## src/sv/dtwr_pkg.sv

```systemverilog
// Shared types, codes and constants for the two-way ranging initiator sequencer.
package dtwr_pkg;

  // Event codes on the request side
  localparam logic [2:0] OP_START       = 3'd0;
  localparam logic [2:0] OP_TX_DONE     = 3'd1;
  localparam logic [2:0] OP_TX_REJECTED = 3'd2;
  localparam logic [2:0] OP_RX_GOOD     = 3'd3;
  localparam logic [2:0] OP_RX_TIMEOUT  = 3'd4;
  localparam logic [2:0] OP_RX_ERROR    = 3'd5;
  localparam logic [2:0] OP_TICK_MS     = 3'd6;

  // Radio commands on the result side
  localparam logic [2:0] CMD_NONE   = 3'd0;
  localparam logic [2:0] CMD_OFF    = 3'd1;
  localparam logic [2:0] CMD_POLL   = 3'd2;
  localparam logic [2:0] CMD_FINAL  = 3'd3;
  localparam logic [2:0] CMD_TURN   = 3'd4;
  localparam logic [2:0] CMD_WAITRX = 3'd5;
  localparam logic [2:0] CMD_REEN   = 3'd6;

  // Sequencer phases
  localparam logic [2:0] PH_IDLE  = 3'd0;
  localparam logic [2:0] PH_POLL  = 3'd1;
  localparam logic [2:0] PH_FINAL = 3'd2;
  localparam logic [2:0] PH_TURN  = 3'd3;
  localparam logic [2:0] PH_WAIT  = 3'd4;

  // Configuration register indexes
  localparam logic [2:0] REG_TAG_ID       = 3'd0;
  localparam logic [2:0] REG_REPLY_DELAY  = 3'd1;
  localparam logic [2:0] REG_ANT_DELAY    = 3'd2;
  localparam logic [2:0] REG_TURN_TIMEOUT = 3'd3;
  localparam logic [2:0] REG_MAX_LEN      = 3'd4;

  // Frame header expectations
  localparam logic [15:0] FC_EXPECT  = 16'h8841;
  localparam logic [15:0] PAN_EXPECT = 16'hDECA;
  localparam logic [23:0] CODE_RESP  = 24'h574110;
  localparam logic [23:0] CODE_TURN  = 24'h545552;
  localparam logic [9:0]  HEADER_CHECK_BYTES = 10'd10;

  // Targets
  localparam logic [1:0] TARGET_ONE = 2'd1;
  localparam logic [1:0] TARGET_TWO = 2'd2;

  // Register reset values
  localparam logic [7:0]  RST_TAG_ID       = 8'd0;
  localparam logic [39:0] RST_REPLY_DELAY  = 40'd319490000;
  localparam logic [15:0] RST_ANT_DELAY    = 16'd16365;
  localparam logic [15:0] RST_TURN_TIMEOUT = 16'd50;
  localparam logic [9:0]  RST_MAX_LEN      = 10'd127;

  // Configuration as seen by the datapath
  typedef struct packed {
    logic [7:0]  tag_id;
    logic [39:0] reply_delay_ticks;
    logic [15:0] tx_antenna_delay;
    logic [15:0] turn_timeout_ms;
    logic [9:0]  max_frame_length;
  } cfg_t;

  // One registered event, with the reply time sum already formed
  typedef struct packed {
    logic [2:0]  op;
    logic [39:0] timestamp;
    logic [9:0]  frame_length;
    logic [15:0] frame_control;
    logic [15:0] pan_id;
    logic [7:0]  anchor_byte;
    logic [7:0]  tag_byte;
    logic [23:0] function_code;
    logic [39:0] reply_sum;
  } item_t;

endpackage

```

## src/sv/ds_twr_token_initiator.sv

```systemverilog
// Top level of the double-sided two-way ranging initiator sequencer.
//
//  channel  | direction | payload
//  ---------+-----------+---------------------------------------------------
//  s_axis   | in        | tuser: op; tdata: radio event fields
//  m_axis   | out       | tuser: command; tdata: target, sequence, timestamps
//  cfg      | in        | cfg_index selects register, cfg_data is its value
//
// One event per cycle sustained while the result stream is not stalled. An accepted
// request passes the input register, then decision logic into the result register.
// The reply time sum is formed in the input register, the final timestamp add
// sits in the decision stage. Reset is synchronous and restores register
// defaults and the idle phase. A stalled result holds while the input register
// still takes one more request.
module ds_twr_token_initiator (
  input  logic         clk,
  input  logic         rst,
  // Event stream
  input  logic         s_axis_tvalid,
  output logic         s_axis_tready,
  // tdata, low bit up: timestamp[39:0], frame_length[49:40],
  // frame_control[65:50], pan_id[81:66], anchor_byte[89:82],
  // tag_byte[97:90], function_code[121:98], zero fill to 127
  input  logic [127:0] s_axis_tdata,
  input  logic [2:0]   s_axis_tuser,   // op
  // Result stream
  output logic         m_axis_tvalid,
  input  logic         m_axis_tready,
  // tdata, low bit up: target_id[1:0], sequence_number[9:2],
  // delayed_tx_time[41:10], poll_sent_time[81:42], response_time[121:82],
  // final_sent_time[161:122], phase_out[164:162], zero fill to 167
  output logic [167:0] m_axis_tdata,
  output logic [2:0]   m_axis_tuser,   // command
  // Configuration writes
  input  logic         cfg_valid,
  output logic         cfg_ready,
  input  logic [2:0]   cfg_index,
  input  logic [39:0]  cfg_data
);

  dtwr_pkg::cfg_t  cfg;
  dtwr_pkg::item_t item;
  logic            full;
  logic            take;

  dtwr_cfg u_cfg (
    .clk       (clk),
    .rst       (rst),
    .cfg_valid (cfg_valid),
    .cfg_ready (cfg_ready),
    .cfg_index (cfg_index),
    .cfg_data  (cfg_data),
    .cfg       (cfg)
  );

  dtwr_in u_in (
    .clk               (clk),
    .rst               (rst),
    .s_axis_tvalid     (s_axis_tvalid),
    .s_axis_tready     (s_axis_tready),
    .s_axis_tdata      (s_axis_tdata),
    .s_axis_tuser      (s_axis_tuser),
    .reply_delay_ticks (cfg.reply_delay_ticks),
    .take              (take),
    .full              (full),
    .item              (item)
  );

  dtwr_step u_step (
    .clk           (clk),
    .rst           (rst),
    .cfg           (cfg),
    .full          (full),
    .item          (item),
    .take          (take),
    .m_axis_tvalid (m_axis_tvalid),
    .m_axis_tready (m_axis_tready),
    .m_axis_tdata  (m_axis_tdata),
    .m_axis_tuser  (m_axis_tuser)
  );

endmodule

```

## src/sv/dtwr_cfg.sv

```systemverilog
// Configuration register file of the ranging initiator.
module dtwr_cfg (
  input  logic             clk,
  input  logic             rst,
  input  logic             cfg_valid,
  output logic             cfg_ready,
  input  logic [2:0]       cfg_index,
  input  logic [39:0]      cfg_data,
  output dtwr_pkg::cfg_t   cfg
);

  assign cfg_ready = 1'b1;

  // Register writes; unknown indexes are dropped
  always_ff @(posedge clk) begin
    if (rst) begin
      cfg.tag_id            <= dtwr_pkg::RST_TAG_ID;
      cfg.reply_delay_ticks <= dtwr_pkg::RST_REPLY_DELAY;
      cfg.tx_antenna_delay  <= dtwr_pkg::RST_ANT_DELAY;
      cfg.turn_timeout_ms   <= dtwr_pkg::RST_TURN_TIMEOUT;
      cfg.max_frame_length  <= dtwr_pkg::RST_MAX_LEN;
    end else if (cfg_valid) begin
      case (cfg_index)
        dtwr_pkg::REG_TAG_ID:       cfg.tag_id <= cfg_data[7:0];
        dtwr_pkg::REG_REPLY_DELAY:  cfg.reply_delay_ticks <= cfg_data;
        dtwr_pkg::REG_ANT_DELAY:    cfg.tx_antenna_delay <= cfg_data[15:0];
        dtwr_pkg::REG_TURN_TIMEOUT: cfg.turn_timeout_ms <= cfg_data[15:0];
        dtwr_pkg::REG_MAX_LEN:      cfg.max_frame_length <= cfg_data[9:0];
        default: ;
      endcase
    end
  end

endmodule

```

## src/sv/dtwr_in.sv

```systemverilog
// Input register stage: unpacks an event and forms the reply time sum.
module dtwr_in (
  input  logic               clk,
  input  logic               rst,
  input  logic               s_axis_tvalid,
  output logic               s_axis_tready,
  input  logic [127:0]       s_axis_tdata,
  input  logic [2:0]         s_axis_tuser,
  input  logic [39:0]        reply_delay_ticks,
  input  logic               take,
  output logic               full,
  output dtwr_pkg::item_t    item
);

  logic accept;

  assign s_axis_tready = !full || take;
  assign accept        = s_axis_tvalid && s_axis_tready;

  // Occupancy
  always_ff @(posedge clk) begin
    if (rst) begin
      full <= 1'b0;
    end else begin
      full <= accept || (full && !take);
    end
  end

  // Payload capture
  always_ff @(posedge clk) begin
    if (accept) begin
      item.op            <= s_axis_tuser;
      item.timestamp     <= s_axis_tdata[39:0];
      item.frame_length  <= s_axis_tdata[49:40];
      item.frame_control <= s_axis_tdata[65:50];
      item.pan_id        <= s_axis_tdata[81:66];
      item.anchor_byte   <= s_axis_tdata[89:82];
      item.tag_byte      <= s_axis_tdata[97:90];
      item.function_code <= s_axis_tdata[121:98];
      item.reply_sum     <= s_axis_tdata[39:0] + reply_delay_ticks;
    end
  end

endmodule

```

## src/sv/dtwr_step.sv

```systemverilog
// Sequencer state, per-event decision logic and result register.
module dtwr_step (
  input  logic               clk,
  input  logic               rst,
  input  dtwr_pkg::cfg_t     cfg,
  input  logic               full,
  input  dtwr_pkg::item_t    item,
  output logic               take,
  output logic               m_axis_tvalid,
  input  logic               m_axis_tready,
  output logic [167:0]       m_axis_tdata,
  output logic [2:0]         m_axis_tuser
);

  // Sequencer state
  logic [2:0]  phase, phase_next;
  logic [1:0]  target, target_next;
  logic [7:0]  seq_count, seq_count_next;
  logic [39:0] poll_time, poll_time_next;
  logic [15:0] wait_ms, wait_ms_next;

  // Result fields
  logic [2:0]  cmd;
  logic [31:0] dly;
  logic [39:0] pst, rsp, fst;

  // Helper outcomes
  logic [2:0]  adv_phase, adv_cmd;
  logic [1:0]  adv_target;
  logic        resp_ok, len_ok, len_over;
  logic [31:0] sum_hi;
  logic [39:0] fst_calc;

  assign take = full && (!m_axis_tvalid || m_axis_tready);

  // Move to the next target, or to TURN after target two
  always_comb begin
    if (target == dtwr_pkg::TARGET_ONE) begin
      adv_target = dtwr_pkg::TARGET_TWO;
      adv_phase  = dtwr_pkg::PH_POLL;
      adv_cmd    = dtwr_pkg::CMD_POLL;
    end else begin
      adv_target = target;
      adv_phase  = dtwr_pkg::PH_TURN;
      adv_cmd    = dtwr_pkg::CMD_TURN;
    end
  end

  // Frame checks and final timestamp prediction
  assign len_ok   = item.frame_length >= dtwr_pkg::HEADER_CHECK_BYTES;
  assign len_over = item.frame_length > cfg.max_frame_length;
  assign resp_ok  = len_ok && !len_over
                 && item.anchor_byte == {6'd0, target}
                 && item.tag_byte == cfg.tag_id
                 && item.frame_control == dtwr_pkg::FC_EXPECT
                 && item.pan_id == dtwr_pkg::PAN_EXPECT
                 && item.function_code == dtwr_pkg::CODE_RESP;
  assign sum_hi   = item.reply_sum[39:8];
  assign fst_calc = {sum_hi[31:1], 9'd0} + {24'd0, cfg.tx_antenna_delay};

  // Event decode
  always_comb begin
    phase_next     = phase;
    target_next    = target;
    seq_count_next = seq_count;
    poll_time_next = poll_time;
    wait_ms_next   = wait_ms;
    cmd = dtwr_pkg::CMD_NONE;
    dly = 32'd0;
    pst = 40'd0;
    rsp = 40'd0;
    fst = 40'd0;
    if (item.op == dtwr_pkg::OP_START) begin
      target_next = dtwr_pkg::TARGET_ONE;
      phase_next  = dtwr_pkg::PH_POLL;
      cmd         = dtwr_pkg::CMD_POLL;
    end else if (phase != dtwr_pkg::PH_IDLE) begin
      case (item.op)
        dtwr_pkg::OP_TX_DONE: begin
          if (phase == dtwr_pkg::PH_POLL) begin
            poll_time_next = item.timestamp;
          end else if (phase == dtwr_pkg::PH_FINAL) begin
            seq_count_next = seq_count + 8'd1;
            target_next    = adv_target;
            phase_next     = adv_phase;
            cmd            = adv_cmd;
          end else if (phase == dtwr_pkg::PH_TURN) begin
            wait_ms_next = 16'd0;
            phase_next   = dtwr_pkg::PH_WAIT;
            cmd          = dtwr_pkg::CMD_WAITRX;
          end
        end
        dtwr_pkg::OP_TX_REJECTED: begin
          if (phase == dtwr_pkg::PH_POLL || phase == dtwr_pkg::PH_FINAL) begin
            target_next = adv_target;
            phase_next  = adv_phase;
            cmd         = adv_cmd;
          end else if (phase == dtwr_pkg::PH_TURN) begin
            wait_ms_next = 16'd0;
            phase_next   = dtwr_pkg::PH_WAIT;
            cmd          = dtwr_pkg::CMD_WAITRX;
          end
        end
        dtwr_pkg::OP_RX_GOOD: begin
          if (phase == dtwr_pkg::PH_POLL) begin
            if (resp_ok) begin
              dly        = sum_hi;
              fst        = fst_calc;
              pst        = poll_time;
              rsp        = item.timestamp;
              phase_next = dtwr_pkg::PH_FINAL;
              cmd        = dtwr_pkg::CMD_FINAL;
            end else begin
              target_next = adv_target;
              phase_next  = adv_phase;
              cmd         = adv_cmd;
            end
          end else if (phase == dtwr_pkg::PH_WAIT) begin
            if (len_over) begin
              wait_ms_next = 16'd0;
              phase_next   = dtwr_pkg::PH_WAIT;
              cmd          = dtwr_pkg::CMD_WAITRX;
            end else if (len_ok && item.function_code == dtwr_pkg::CODE_TURN) begin
              target_next = dtwr_pkg::TARGET_ONE;
              phase_next  = dtwr_pkg::PH_POLL;
              cmd         = dtwr_pkg::CMD_POLL;
            end else begin
              cmd = dtwr_pkg::CMD_REEN;
            end
          end else begin
            cmd = dtwr_pkg::CMD_OFF;
          end
        end
        dtwr_pkg::OP_RX_TIMEOUT: begin
          if (phase == dtwr_pkg::PH_WAIT) begin
            target_next = dtwr_pkg::TARGET_ONE;
            phase_next  = dtwr_pkg::PH_POLL;
            cmd         = dtwr_pkg::CMD_POLL;
          end else begin
            target_next = adv_target;
            phase_next  = adv_phase;
            cmd         = adv_cmd;
          end
        end
        dtwr_pkg::OP_RX_ERROR: begin
          if (phase == dtwr_pkg::PH_WAIT) begin
            cmd = dtwr_pkg::CMD_REEN;
          end else begin
            target_next = adv_target;
            phase_next  = adv_phase;
            cmd         = adv_cmd;
          end
        end
        dtwr_pkg::OP_TICK_MS: begin
          if (phase == dtwr_pkg::PH_WAIT) begin
            if (wait_ms >= cfg.turn_timeout_ms) begin
              target_next = dtwr_pkg::TARGET_ONE;
              phase_next  = dtwr_pkg::PH_POLL;
              cmd         = dtwr_pkg::CMD_POLL;
            end else begin
              wait_ms_next = wait_ms + 16'd1;
            end
          end
        end
        default: ;
      endcase
    end
  end

  // State update, one event per cycle while take is high
  always_ff @(posedge clk) begin
    if (rst) begin
      phase     <= dtwr_pkg::PH_IDLE;
      target    <= dtwr_pkg::TARGET_ONE;
      seq_count <= 8'd0;
      poll_time <= 40'd0;
      wait_ms   <= 16'd0;
    end else if (take) begin
      phase     <= phase_next;
      target    <= target_next;
      seq_count <= seq_count_next;
      poll_time <= poll_time_next;
      wait_ms   <= wait_ms_next;
    end
  end

  // Result register
  always_ff @(posedge clk) begin
    if (rst) begin
      m_axis_tvalid <= 1'b0;
    end else if (take) begin
      m_axis_tvalid <= 1'b1;
    end else if (m_axis_tready) begin
      m_axis_tvalid <= 1'b0;
    end
  end

  always_ff @(posedge clk) begin
    if (take) begin
      m_axis_tuser <= cmd;
      m_axis_tdata <= {3'd0, phase_next, fst, rsp, pst, dly, seq_count_next, target_next};
    end
  end

endmodule

```

## config.mk

```make
export PLATFORM = sky130hd
export DESIGN_NAME = ds_twr_token_initiator
export DESIGN_NICKNAME = d
export VERILOG_FILES = /design/src/sv/dtwr_pkg.sv /design/src/sv/ds_twr_token_initiator.sv /design/src/sv/dtwr_cfg.sv /design/src/sv/dtwr_in.sv /design/src/sv/dtwr_step.sv
export SDC_FILE = /design/constraint.sdc
export NUM_CORES = 1
export LEC_CHECK = 0
export BUFFER_PORTS_ARGS = -buffer_cell sky130_fd_sc_hd__buf_2
export CELL_PAD_IN_SITES_DETAIL_PLACEMENT = 1
export CELL_PAD_IN_SITES_GLOBAL_PLACEMENT = 1
export CORE_ASPECT_RATIO = 2
export CORE_MARGIN = 2
export CORE_UTILIZATION = 45
export DETAILED_ROUTE_END_ITERATION = 6
export GPL_TIMING_DRIVEN = 0
export PLACE_DENSITY = 0.79
export SLEW_MARGIN = 40
export SYNTH_ARGS = -nofsm -noshare
export SYNTH_HDL_FRONTEND = slang
export SYNTH_SLANG_ARGS = --single-unit
```

## constraint.sdc

```tcl
create_clock -name clk -period 14.5 [get_ports clk]
set_input_delay 2.175 -clock clk [delete_from_list [all_inputs] [get_ports clk]]
set_output_delay 2.175 -clock clk [all_outputs]
set_load 0.05 [all_outputs]
```

### Word level (Yosys, flattened, before mapping)

Cells that the tools add are included.

* bitwise gates (word level): 5
* reduce and logical (&&, ||, !) cells: 32
* muxes and demuxes: 66
* $add $sub $neg: 4
* eq/ne operators: 29
* $lt $le $gt $ge: 3

Operators by type and width (number)
* 16-bit two-way mux: 9
* 3-bit two-way mux: 26
* 16-bit one-hot mux with 4 select lines: 1
* 24-bit by 23-bit == test with 1-bit output (second input constant): 2
* 40-bit by 16-bit adder with 40-bit output: 1
* 40-bit adder: 1
* 2-bit two-way mux: 20
* 8-bit two-way mux: 5
* 3-bit one-hot mux with 6 select lines: 2
* 16-bit == test (second input constant): 2
* 3-bit by 2-bit == test with 1-bit output (second input constant): 6
* 16-bit by 1-bit adder with 16-bit output (second input constant): 1
* 16-bit greater-or-equal comparator: 1
* 3-bit == test (second input constant): 5
* 2-bit one-hot mux with 6 select lines: 1
* 12-bit AND reduction: 1
* 10-bit by 4-bit greater-or-equal comparator with 1-bit output (second input constant): 1
* 10-bit > comparator: 1
* 1-bit logical AND: 10
* 2-bit != test (second input constant): 5
* 2-bit AND reduction: 5
* 3-bit by 1-bit == test with 1-bit output (second input constant): 3
* 8-bit by 1-bit adder with 8-bit output (second input constant): 1
* 8-bit by 2-bit == test with 1-bit output: 1
* other kinds (14): 28

* input port bits: 179
* word-level logic and storage cells: 164
* output and inout port bits: 174
* flip-flop bits (word level): 494

### Longest topological paths before layout

Gate-level depths: netlist of run 1.

* depth after elaboration: 13
* mapped depth: 12
* mapped depth without buffers: 11

### Hierarchy

Synthesis of run 1 repeated with hierarchy kept, for this count alone.

* cells, all modules: 1898
* area total of the unflattened synthesis: 22287.6 um^2

Modules (own cells, without submodules)
* dtwr_step: sequential area each 6446.2 um^2, times used 1, area each 11269.6 um^2, cells each 1053
* dtwr_in: sequential area each 4974.8 um^2, times used 1, area each 7322.0 um^2, cells each 485
* dtwr_cfg: sequential area each 1801.7 um^2, times used 1, area each 3696.0 um^2, cells each 360

### Worst setup path after synthesis of run 1

No wires, ideal clock.

* kind: input port to flip-flop
* from: in m_axis_tready
* to: reg u_step.poll_time[0]
* required time: 14368 ps
* stages: 8
* path slack: 6044 ps
* path buffers: 2
* arrival time: 8324 ps
* cell sequence: nand2b_1 > nand2_1 > inv_1 > clkbuf_1 > nand3_1 > clkbuf_1 > nand2_1 > a21oi_1

* longest elaborated chain between the ends: 3

RTL lines
* start, declared: line ds_twr_token_initiator.sv:28 `input logic m_axis_tready,`
* 1-bit logical OR: line dtwr_step.sv:34 `assign take = full && (!m_axis_tvalid || m_axis_tready);`
* 1-bit logical AND: line dtwr_step.sv:34
* net take: line ds_twr_token_initiator.sv:44 `logic take;`
* 5-bit AND reduction (no source line)
* end signal, assigned: line dtwr_step.sv:182 `poll_time <= poll_time_next;`
* end, declared: line dtwr_step.sv:19 `logic [39:0] poll_time, poll_time_next;`

The timed path passes the listed nets, and every way through them passes these cells.
A chain may end at the register's enable or synchronous reset.

### Final worst setup path of run 1

* from: in m_axis_tready
* to: out s_axis_tready

* longest elaborated chain between the ends: 3

RTL lines
* 1-bit logical OR: line dtwr_step.sv:34
* 1-bit logical AND: line dtwr_step.sv:34
* 1-bit logical OR: line dtwr_in.sv:17 `assign s_axis_tready = !full || take;`
* end, declared: line ds_twr_token_initiator.sv:20 `output logic s_axis_tready,`

No other way between the ends.

==> flow_metrics.tcl, run 1 <==
set metrics [dict create \
    status "finished, final reports clean" \
    max-cap-violations 0 \
    die_w_um 157 \
    rsz0062_at_grt "false" \
    crit_top_cell "buf_2" \
    cp_cell_sequence "buf_2 > nor2b_1 > nand2_1 > buf_2" \
    max_slew_margin_pct 44.7 \
    slew_violations 0 \
    finalNonFillerCells 2938 \
    max_slew.worst_pin.slew_ns 0.830 \
    seq_area_frac_synth_pct 61.8 \
    powerDensity_mw_per_mm2 122 \
    cts-root-buf "clkbuf_16" \
    row_count 112 \
    cp-start-kind "input port" \
    synth_edf_count 325 \
    r2r_cells 11 \
    grt_overflow 0 \
    final_net_count 2527 \
    clock_latency_ns 0.59 \
    timing.fmax_mhz 200 \
    setup_tns_ns 0 \
    synth_area_mm2 0.0210 \
    grtUsageMet3_pct 3.66 \
    grt_busiest_layer "met2" \
    r2r-end "u_step.m_axis_tdata[112]" \
    die_h_um 310 \
    cts_tree "yes" \
    post_cts_resized 0 \
    cpMaxStageDelayCell "buf_2" \
    layout_min_cycle_time_ns 5.00 \
    synth_fa_ha_area_share_pct 4.49 \
    crit_fanout 3 \
    cts_max_level 2 \
    grt_use_met2_pct 43.3 \
    grt_max_degree 48 \
    setup_violations 0 \
    portBuffers 341 \
    reg2reg_from "u_step.target[1]" \
    grt_pass1_wl_um 93000 \
    skew_ns 0.0157 \
    async_flop_share_pct 0 \
    fill_cells 5051 \
    min_path_type "register to register" \
    io_pins 353 \
    drt-total-wl_um 61000 \
    first_pass_iters 5 \
    grtUsageMet1_pct 32.2 \
    dieArea_mm2 0.0486 \
    grt.total_usage_pct 25.1 \
    via_per_inst 5.37 \
    drt_iter0_markers 712 \
    ys_ff_latch 486 \
    p_leak_uw 0.00954 \
    wl_per_cell_um 20.8 \
    syn_area_per_cell_um2 11.2 \
    yosys_most_used_dff "edfxtp_1" \
    ant_nets 0 \
    cts_buffers 44 \
    grt_pass1_vias 16400 \
    initial_utilization_pct 45.3 \
    postSynthCellCount 1876 \
    final_hold_viol_count 0 \
    drive_gt1_share_pct 19.4 \
    gp_congestion 0.871 \
    yosys.area_share.simple_pct 17.7 \
    dp_hpwl_um 45600 \
    rrSetupSlack_ns 10.68 \
    dpl_worst_slack_ns 9.36 \
    worstSetupEndpointType "output pin" \
    ir_drop_mv 0.135 \
    slowest_delay_ns 0.23 \
    dpl.cell_count 2855 \
    clkTransAtPathRegs_ns 0.07 \
    cp-endpoint "s_axis_tready" \
    synth.yosys.warnings 0 \
    cp.required_ns 12.32 \
    holdBufCountCts 0 \
    fin_ws_ns 9.50 \
    post_cts_buffers 0 \
    clkSinkCount 486 \
    muxShareOfSynthArea_pct 0.0536 \
    synth_top_family_by_area "simple AND/OR/NAND/NOR gates" \
    ys_types 81 \
    total_power_uw 3070 \
    vias 15800 \
    post-route-period-util_pct 34.5 \
    critical_path_arrival_ns 2.82 \
    critPathKind "input port to output pin" \
    clk_path_buf_depth 3 \
    core-area_mm2 0.0464 \
    synthToLayoutAreaGrowth_pct 19.6 \
    synth_compound_area_share_pct 10.5 \
    antenna_found_initial 2 \
    synth-xor-area-share_pct 2.88 \
    critPathLaunch "m_axis_tready" \
    drc 0 \
]
power by group:
| group | total (uW) | switching, uW | internal, uW | leakage (uW) |
|---|---|---|---|---|
| combinational | 322 | 229 | 93.7 | 0.00452 |
| clock | 1170 | 533 | 637 | 0.000699 |
| sequential | 1580 | 33.1 | 1540 | 0.00432 |
| total | 3070 | 795 | 2270 | 0.00954 |
registers in the layout, summed over array words and instances, names as in the netlist:
register and cells:
u_step.seq_count 8, u_step.m_axis_tuser 3, u_cfg.cfg 90, u_in.item 157, u_step.m_axis_tvalid 1, u_in.full 1
u_step.poll_time 40, u_step.phase 3, u_step.m_axis_tdata 165, u_step.wait_ms 16, u_step.target 2
synth_stat cells, drive strengths merged (8+ instances only):
cell type / instances / area (um2)
o31ai: 17 / 128
nand2b: 8 / 50.1
dfxtp: 161 / 3220
buf: 9 / 52.6
nor3: 23 / 115
a21oi: 174 / 871
o21ai: 57 / 285
xnor2: 34 / 298
or3: 13 / 81.3
inv: 53 / 199
xor2: 35 / 307
clkbuf: 79 / 297
or4: 10 / 75.1
nand3: 29 / 145
nand2: 315 / 1180
nand4: 20 / 125
and2: 127 / 795
nor2: 96 / 365
ha: 73 / 913
nor2b: 12 / 75.1
a21o: 19 / 144
edfxtp: 325 / 9760
o211ai: 9 / 67.6
nor4: 9 / 62.6
a211oi: 11 / 87.6
nand3b: 36 / 270
and3: 21 / 131
per-layer routing:
| layer | up-vias | wire, um |
|---|---|---|
| met2 | 484 | 30000 |
| met4 | 4 | 1850 |
| met1 | 7699 | 26000 |
| li1 | 7479 | - |
| met3 | 99 | 3220 |
| met5 | - | 30 |
kinds of logic after synthesis:
logic type / count (synthesis)
adder cells (fa/ha/maj): 75
buffers and inverters: 141
AND/OR/NAND/NOR: 746
multiplexers: 1
flip-flops: 486
XOR/XNOR: 69
AO/OA/AOI/OAI: 356
other: 2
worst min path at each step:
stage | slack, ns | cells after the start | start | end
after floorplan | 0.43 | 2 | u_cfg.cfg[27] | u_cfg.cfg[27]
after global placement | 0.44 | 2 | u_step.poll_time[37] | u_step.poll_time[37]
after detailed placement | 0.45 | 2 | u_step.poll_time[20] | u_step.poll_time[20]
after CTS | 0.45 | 2 | u_step.poll_time[20] | u_step.poll_time[20]
after global routing | 0.48 | 2 | u_step.poll_time[2] | u_step.poll_time[2]
final | 0.45 | 2 | u_step.poll_time[20] | u_step.poll_time[20]
metrics by stage:
stage,util [%],hold slack [ns],area (um2)
2_1_floorplan,-,0.432,21000
3_3_place_gp,50.7,0.440,23500
3_5_place_dp,51.1,0.445,23700
4_1_cts,54.2,0.455,25100
5_1_grt,54.2,0.478,25100
6_report,54.2,0.453,25100
worst max-delay path, delay by kind of cell:
family,cells,cell delay [ns]
and+or+nand+nor,2,0.32
buffers and inverters,2,0.34
cell usage in the layout, fill, tap and decap left out, types with 9 or more instances in the layout:
cell       instances
xor2_1            35
nor3_1            23
nor2_1            94
nor2b_1           12
or4_1             10
nand4_1           20
clkinv_2           9
buf_2            344
ha_1              73
a21o_1            18
xnor2_1           34
o31ai_1           17
edfxtp_1         325
and2_1           126
and3_1            21
or3_1             13
o211ai_1           9
inv_1             53
dfxtp_1          161
clkbuf_1          91
nand3b_1          36
nand2_1          315
o21ai_0           54
buf_12             9
nand3_1           29
a211oi_1          10
a21oi_1          174
clkbuf_16         45
area by class of cell:
type	count	area (um2)	area share, %
sequential	486	13000	51.7
multi-input combinational	1251	7500	29.8
timing repair buffer	350	1890	7.51
clock buffer	62	1230	4.89
tap	627	785	3.12
buffer	88	353	1.40
inverter	53	199	0.792
clock inverter	20	191	0.762
antenna	1	2.50	0.00996
(Power assumes the default switching activity.)
==> run 2: changes to the inputs <==
- CORE_UTILIZATION: 45 -> 40
- PLACE_DENSITY: 0.79 -> 0.74
- clock period: 14.5 -> 4.2 ns (I/O delays scaled with it)
==> run 2 against run 1 <==
Worst setup slack lost 9.3 ns. Global-route usage shrank 0.55 points. Combinational power grew to 3.6 times the previous value. Register-to-register slack lost 10 ns. Hold slack lost 0.22 ns. Cell count grew 0.85%. Sequential share of layout area grew 0.11 points. Clock power grew to 3.4 times the previous value. Critical path type is now register to register. Largest power group unchanged. Highest routed layer is now met4.
==> flow_metrics.tcl, run 2 (synthesis results as in run 1) <==
set metrics [dict create \
    grtUsageMet3_pct 3.40 \
    antenna_found_initial 1 \
    reg_top3 "u_step.m_axis_tdata x165, u_in.item x157, u_cfg.cfg x90" \
    grtUsageMet1_pct 23.4 \
    initial_utilization_pct 40.6 \
    synthToLayoutAreaGrowth_pct 19.3 \
    row_count 118 \
    drive_gt1_share_pct 19.1 \
    max-cap-violations 0 \
    mostFrequentLayoutCells "buf_2 (344), edfxtp_1 (325), nand2_1 (315), a21oi_1 (174), dfxtp_1 (161)" \
    grt_pass1_wl_um 101000 \
    critPathLaunch "u_in.item[97]" \
    cts_tree "yes" \
    setup_violations 0 \
    max_slew_margin_pct 39.3 \
    ant_nets 0 \
    slew_violations 0 \
    io_pins 353 \
    place_area_mm2 0.0237 \
    powerDensity_mw_per_mm2 423 \
    rsz0062_at_grt "false" \
    drt-total-wl_um 67900 \
    setup_tns_ns 0 \
    rrSetupSlack_ns 0.20 \
    drt_iter0_markers 745 \
    critical_path_arrival_ns 4.42 \
    cpMaxStageDelayCell "nor4_1" \
    post_cts_resized 0 \
    grt.total_usage_pct 24.5 \
    min_path_type "input port to register" \
    dieArea_mm2 0.0545 \
    portBuffers 341 \
    status "finished, final reports clean" \
    die_h_um 328 \
    grt_pass1_vias 17200 \
    clock_latency_ns 0.57 \
    final_common_cell "buf_2" \
    cp.required_ns 4.62 \
    grt_max_degree 78 \
    p_leak_uw 0.00949 \
    worstSetupEndpointType "register" \
    max_slew.worst_pin.slew_ns 0.907 \
    grt_overflow 0 \
    clkSinkCount 486 \
    slowest_delay_ns 0.50 \
    largest_reg_flops 165 \
    holdBufCountCts 0 \
    ir_drop_mv 0.368 \
    crit_fanout 10 \
    timing.fmax_mhz 250 \
    skew_ns 0.0237 \
    r2r_cells 10 \
    clkTransAtPathRegs_ns 0.07 \
    final_hold_viol_count 0 \
    dp_hpwl_um 54000 \
    top_register "u_step.m_axis_tdata" \
    cp-start-kind "register" \
    clk_path_buf_depth 3 \
    post-route-period-util_pct 95.1 \
    cp-endpoint "u_step.m_axis_tdata[115]" \
    final_net_count 2522 \
    post_cts_buffers 0 \
    finalCoreUtilization_pct 48.4 \
    cts_buffers 43 \
    core-area_mm2 0.0518 \
    layout_min_cycle_time_ns 4.00 \
    grt_use_met2_pct 48.7 \
    gp_congestion 0.907 \
    wl_per_cell_um 22.9 \
    first_pass_iters 5 \
    fill_cells 5692 \
    drc 0 \
    die_w_um 166 \
    cts-root-buf "clkbuf_16" \
    reg2reg_from "u_in.item[97]" \
    grt_busiest_layer "met2" \
    critPathKind "register to register" \
    total_power_uw 10600 \
    vias 15900 \
    via_per_inst 5.38 \
    r2r-end "u_step.m_axis_tdata[115]" \
    cp_cell_sequence "nor4bb_1 > nand4_1 > nor4_1 > nand3_1 > a211oi_1 > nand2_1 > nor2_4 > buf_2 > clkbuf_1 > and2_1" \
    post-route-cell-area_mm2 0.0251 \
    cts_max_level 2 \
]
-- run 2: where the power goes --
group	switching [uW]	internal (uW)	total (uW)
Sequential	114	5330	5440
Clock	1820	2210	4030
Combinational	830	317	1150
-- run 2: worst min-delay path by stage --
stage | slack [ns] | endpoint | start | depth (start not counted)
4_1_cts | 0.20 | u_in.item[118] | s_axis_tdata[46] | 1
6_report | 0.23 | u_in.item[89] | s_axis_tdata[75] | 1
3_3_place_gp | 0.44 | u_step.poll_time[24] | u_step.poll_time[24] | 2
2_1_floorplan | 0.43 | u_cfg.cfg[27] | u_cfg.cfg[27] | 2
5_1_grt | 0.21 | u_in.item[78] | s_axis_tdata[88] | 1
3_5_place_dp | 0.45 | u_step.poll_time[25] | u_step.poll_time[25] | 2
-- run 2: area by class of cell --
type	count	area, um2	share of cell area [%]
Inverter	53	199	0.793
Clock inverter	21	226	0.903
Tap cell	660	826	3.29
Sequential cell	486	13000	51.8
Antenna cell	1	2.50	0.00998
Buffer	88	359	1.43
Clock buffer	57	1160	4.62
Multi-Input combinational cell	1251	7500	29.9
Timing Repair Buffer	346	1820	7.26
-- run 2: metrics by stage --
step / std cells / hold WS (ns) / setup slack [ns]
finish: 2963 / 0.234 / 0.204
global route: 2962 / 0.210 / 0.00548
CTS: 2962 / 0.203 / 0.0548
detailed placement: 2884 / 0.445 / 0.0917
global placement: 2879 / 0.438 / -1.51
floorplan: 1878 / 0.432 / 0.139
-- run 2: metal layers --
| metal | vias to the layer above | wire, um |
|---|---|---|
| li1 | 7470 | - |
| met1 | 7800 | 22600 |
| met2 | 518 | 37900 |
| met3 | 152 | 2880 |
| met4 | 0 | 4510 |
| met5 | - | 0 |
-- run 2: worst max-delay path: cells and delay by family (launching register included) --
family | cells | cell delay (ns)
buffers and inverters | 2 | 0.81
flip-flops | 1 | 0.41
AO/OA/AOI/OAI | 1 | 0.35
AND/OR/NAND/NOR | 7 | 2.26
==> run 3: changes to the inputs <==
- CORE_MARGIN: 2 -> default
==> run 3 against run 2 <==
The run now ends with DRC left. Via count is 0.16% higher. Non-clock buffer count is 3 higher. Wire length hardly changed. Clock power is 4% higher. Global-route usage is 0.89 points higher. Sequential cell count stayed put. Register-to-register slack better by 0.33 ns. Sequential power hardly changed. Power is 1.6% higher. Critical path type unchanged. Critical endpoint is now u_step.m_axis_tdata[118].
==> flow_metrics.tcl, run 3 (synthesis results as in run 1) <==
set metrics [dict create \
    cts_max_level 2 \
    min_path_type "input port to register" \
    clock_latency_ns 0.60 \
    layout_min_cycle_time_ns 3.67 \
    r2r-end "u_step.m_axis_tdata[118]" \
    crit_fanout 10 \
    die_h_um 326 \
    clkSinkCount 486 \
    ir_drop_mv 0.357 \
    p_leak_uw 0.00955 \
    drc 3 \
    crit_top_cell "nor4_1" \
    slowest_delay_ns 0.59 \
    reg2reg_from "u_in.item[46]" \
    critPathKind "register to register" \
    portBuffers 341 \
    r2r_cells 10 \
    post-route-period-util_pct 87.4 \
    die_w_um 164 \
    fin_ws_ns 0.530 \
    final_net_count 2527 \
    final_common_cell "buf_2" \
    cp_cell_sequence "nor4_1 > nand4_1 > nor4_1 > nand3_1 > a211oi_1 > nand2_1 > nor2_4 > buf_2 > clkbuf_1 > and2_1" \
    slew_violations 0 \
    dpl_worst_slack_ns 0.0667 \
    grt_max_degree 79 \
    gp_congestion 0.922 \
    grt_overflow 0 \
    io_pins 353 \
    row_count 118 \
    clkTransAtPathRegs_ns 0.07 \
    antennaDiodeCount 0 \
    place_area_mm2 0.0237 \
    wl_met3_um 3060 \
    max_slew_margin_pct 38.4 \
    rsz0062_at_grt "false" \
    critPathLaunch "u_in.item[46]" \
    synthToLayoutAreaGrowth_pct 20.0 \
    dieArea_mm2 0.0535 \
    core-area_mm2 0.0518 \
    critical_path_arrival_ns 4.09 \
    fill_cells 5715 \
    highest_layer "met5" \
    clk_path_buf_depth 3 \
    ant_nets 0 \
    final_hold_viol_count 0 \
    dp_hpwl_um 54200 \
    timing.fmax_mhz 272 \
    rrSetupSlack_ns 0.53 \
    reg_top3 "u_step.m_axis_tdata x165, u_in.item x157, u_cfg.cfg x90" \
    skew_ns 0.0291 \
    grt_pass1_vias 17300 \
    drt-total-wl_um 67800 \
    wl_per_cell_um 22.8 \
    first_pass_iters 7 \
    drt_iter0_markers 729 \
    max_slew.worst_pin.slew_ns 0.917 \
    post_cts_resized 0 \
    grt.total_usage_pct 25.4 \
    initial_utilization_pct 40.6 \
    worstSetupEndpointType "register" \
    largest_reg_flops 165 \
    mostFrequentLayoutCells "buf_2 (344), edfxtp_1 (325), nand2_1 (315), a21oi_1 (174), dfxtp_1 (161)" \
    cts-root-buf "clkbuf_16" \
    finalNonFillerCells 2971 \
    cts_tree "yes" \
    status "complete, but fails checks" \
    via_per_inst 5.37 \
    antenna_found_initial 3 \
    max-cap-violations 0 \
    vias 16000 \
    worstSetupPathDepth 10 \
    cp.required_ns 4.62 \
    timing.critical_path.buf_inv 2 \
    violations "DRC" \
    dpl.cell_count 2885 \
    cp-start-kind "register" \
    cpMaxStageDelayCell "nor4_1" \
    setup_violations 0 \
    powerDensity_mw_per_mm2 428 \
    cts_buffers 45 \
    routed-wl-met2_um 39100 \
    cp-endpoint "u_step.m_axis_tdata[118]" \
    grt_pass1_wl_um 99900 \
    met1_length_um 21800 \
    cp_top_family "simple AND/OR/NAND/NOR gates" \
    top_register "u_step.m_axis_tdata" \
    post-route-cell-area_mm2 0.0252 \
    drive_gt1_share_pct 19.6 \
]
-- run 3: cell count changes in the layout (fill, tap and decap cells not counted), moves of 2 or more --
cell        delta
buf_4          +3
clkbuf_1       -3
clkbuf_16      +3
clkinv_8       +3
clkinvlp_4     +3
clkinv_2       +2
clkinv_4       -2
-- run 3: worst min path at each step --
stage	start	end	slack, ns	depth (start not counted)
after floorplan	u_cfg.cfg[27]	u_cfg.cfg[27]	0.43	2
after global placement	u_step.poll_time[21]	u_step.poll_time[21]	0.44	2
after detailed placement	u_step.poll_time[28]	u_step.poll_time[28]	0.45	2
after CTS	s_axis_tdata[89]	u_in.item[79]	0.17	1
after global routing	s_axis_tdata[89]	u_in.item[79]	0.19	1
final	s_axis_tdata[50]	u_in.item[96]	0.21	1
-- run 3: layout make-up --
cell class	instances	area (um2)	share of cell area [%]
Buffer	88	360	1.43
Clock buffer	59	1240	4.92
Clock inverter	25	256	1.02
Inverter	53	199	0.789
Multi-Input combinational cell	1251	7500	29.8
Sequential cell	486	13000	51.5
Tap cell	660	826	3.28
Timing Repair Buffer	349	1840	7.32
-- run 3: layer usage --
metal	track usage, %	vias to the layer above
li1	-	7473
met1	22.8	7830
met2	51.5	500
met3	3.81	157
met4	14.1	6
met5	0	-
-- run 3: power breakdown --
part           total, uW  switching [uW]  internal (uW)
Sequential          5440             113           5330
Combinational       1150             831            319
Clock               4200            1900           2300
-- run 3: worst register-to-register path: stages (launching register included) --
cell and delay [ns]:
edfxtp_1 0.40, nor4_1 0.35, nand4_1 0.19, nor4_1 0.59, nand3_1 0.27, a211oi_1 0.31, nand2_1 0.17, nor2_4 0.21
buf_2 0.31, clkbuf_1 0.45, and2_1 0.26
-- run 3: timing repair --
item / CTS / global route
buffers inserted: 0 / 2
hold buffers: 0 / 0
setup endpoints to repair: 0 / 6
-- run 3: stage by stage --
stage	TNS [ns]	utilization (%)	hold slack, ns	total power [uW]
finish	0	48.6	0.207	10800
global route	0	48.6	0.188	11100
CTS	0	48.6	0.174	10900
detailed placement	0	45.7	0.445	6710
global placement	-127.04	45.5	0.437	6670
floorplan	0	-	0.432	6240
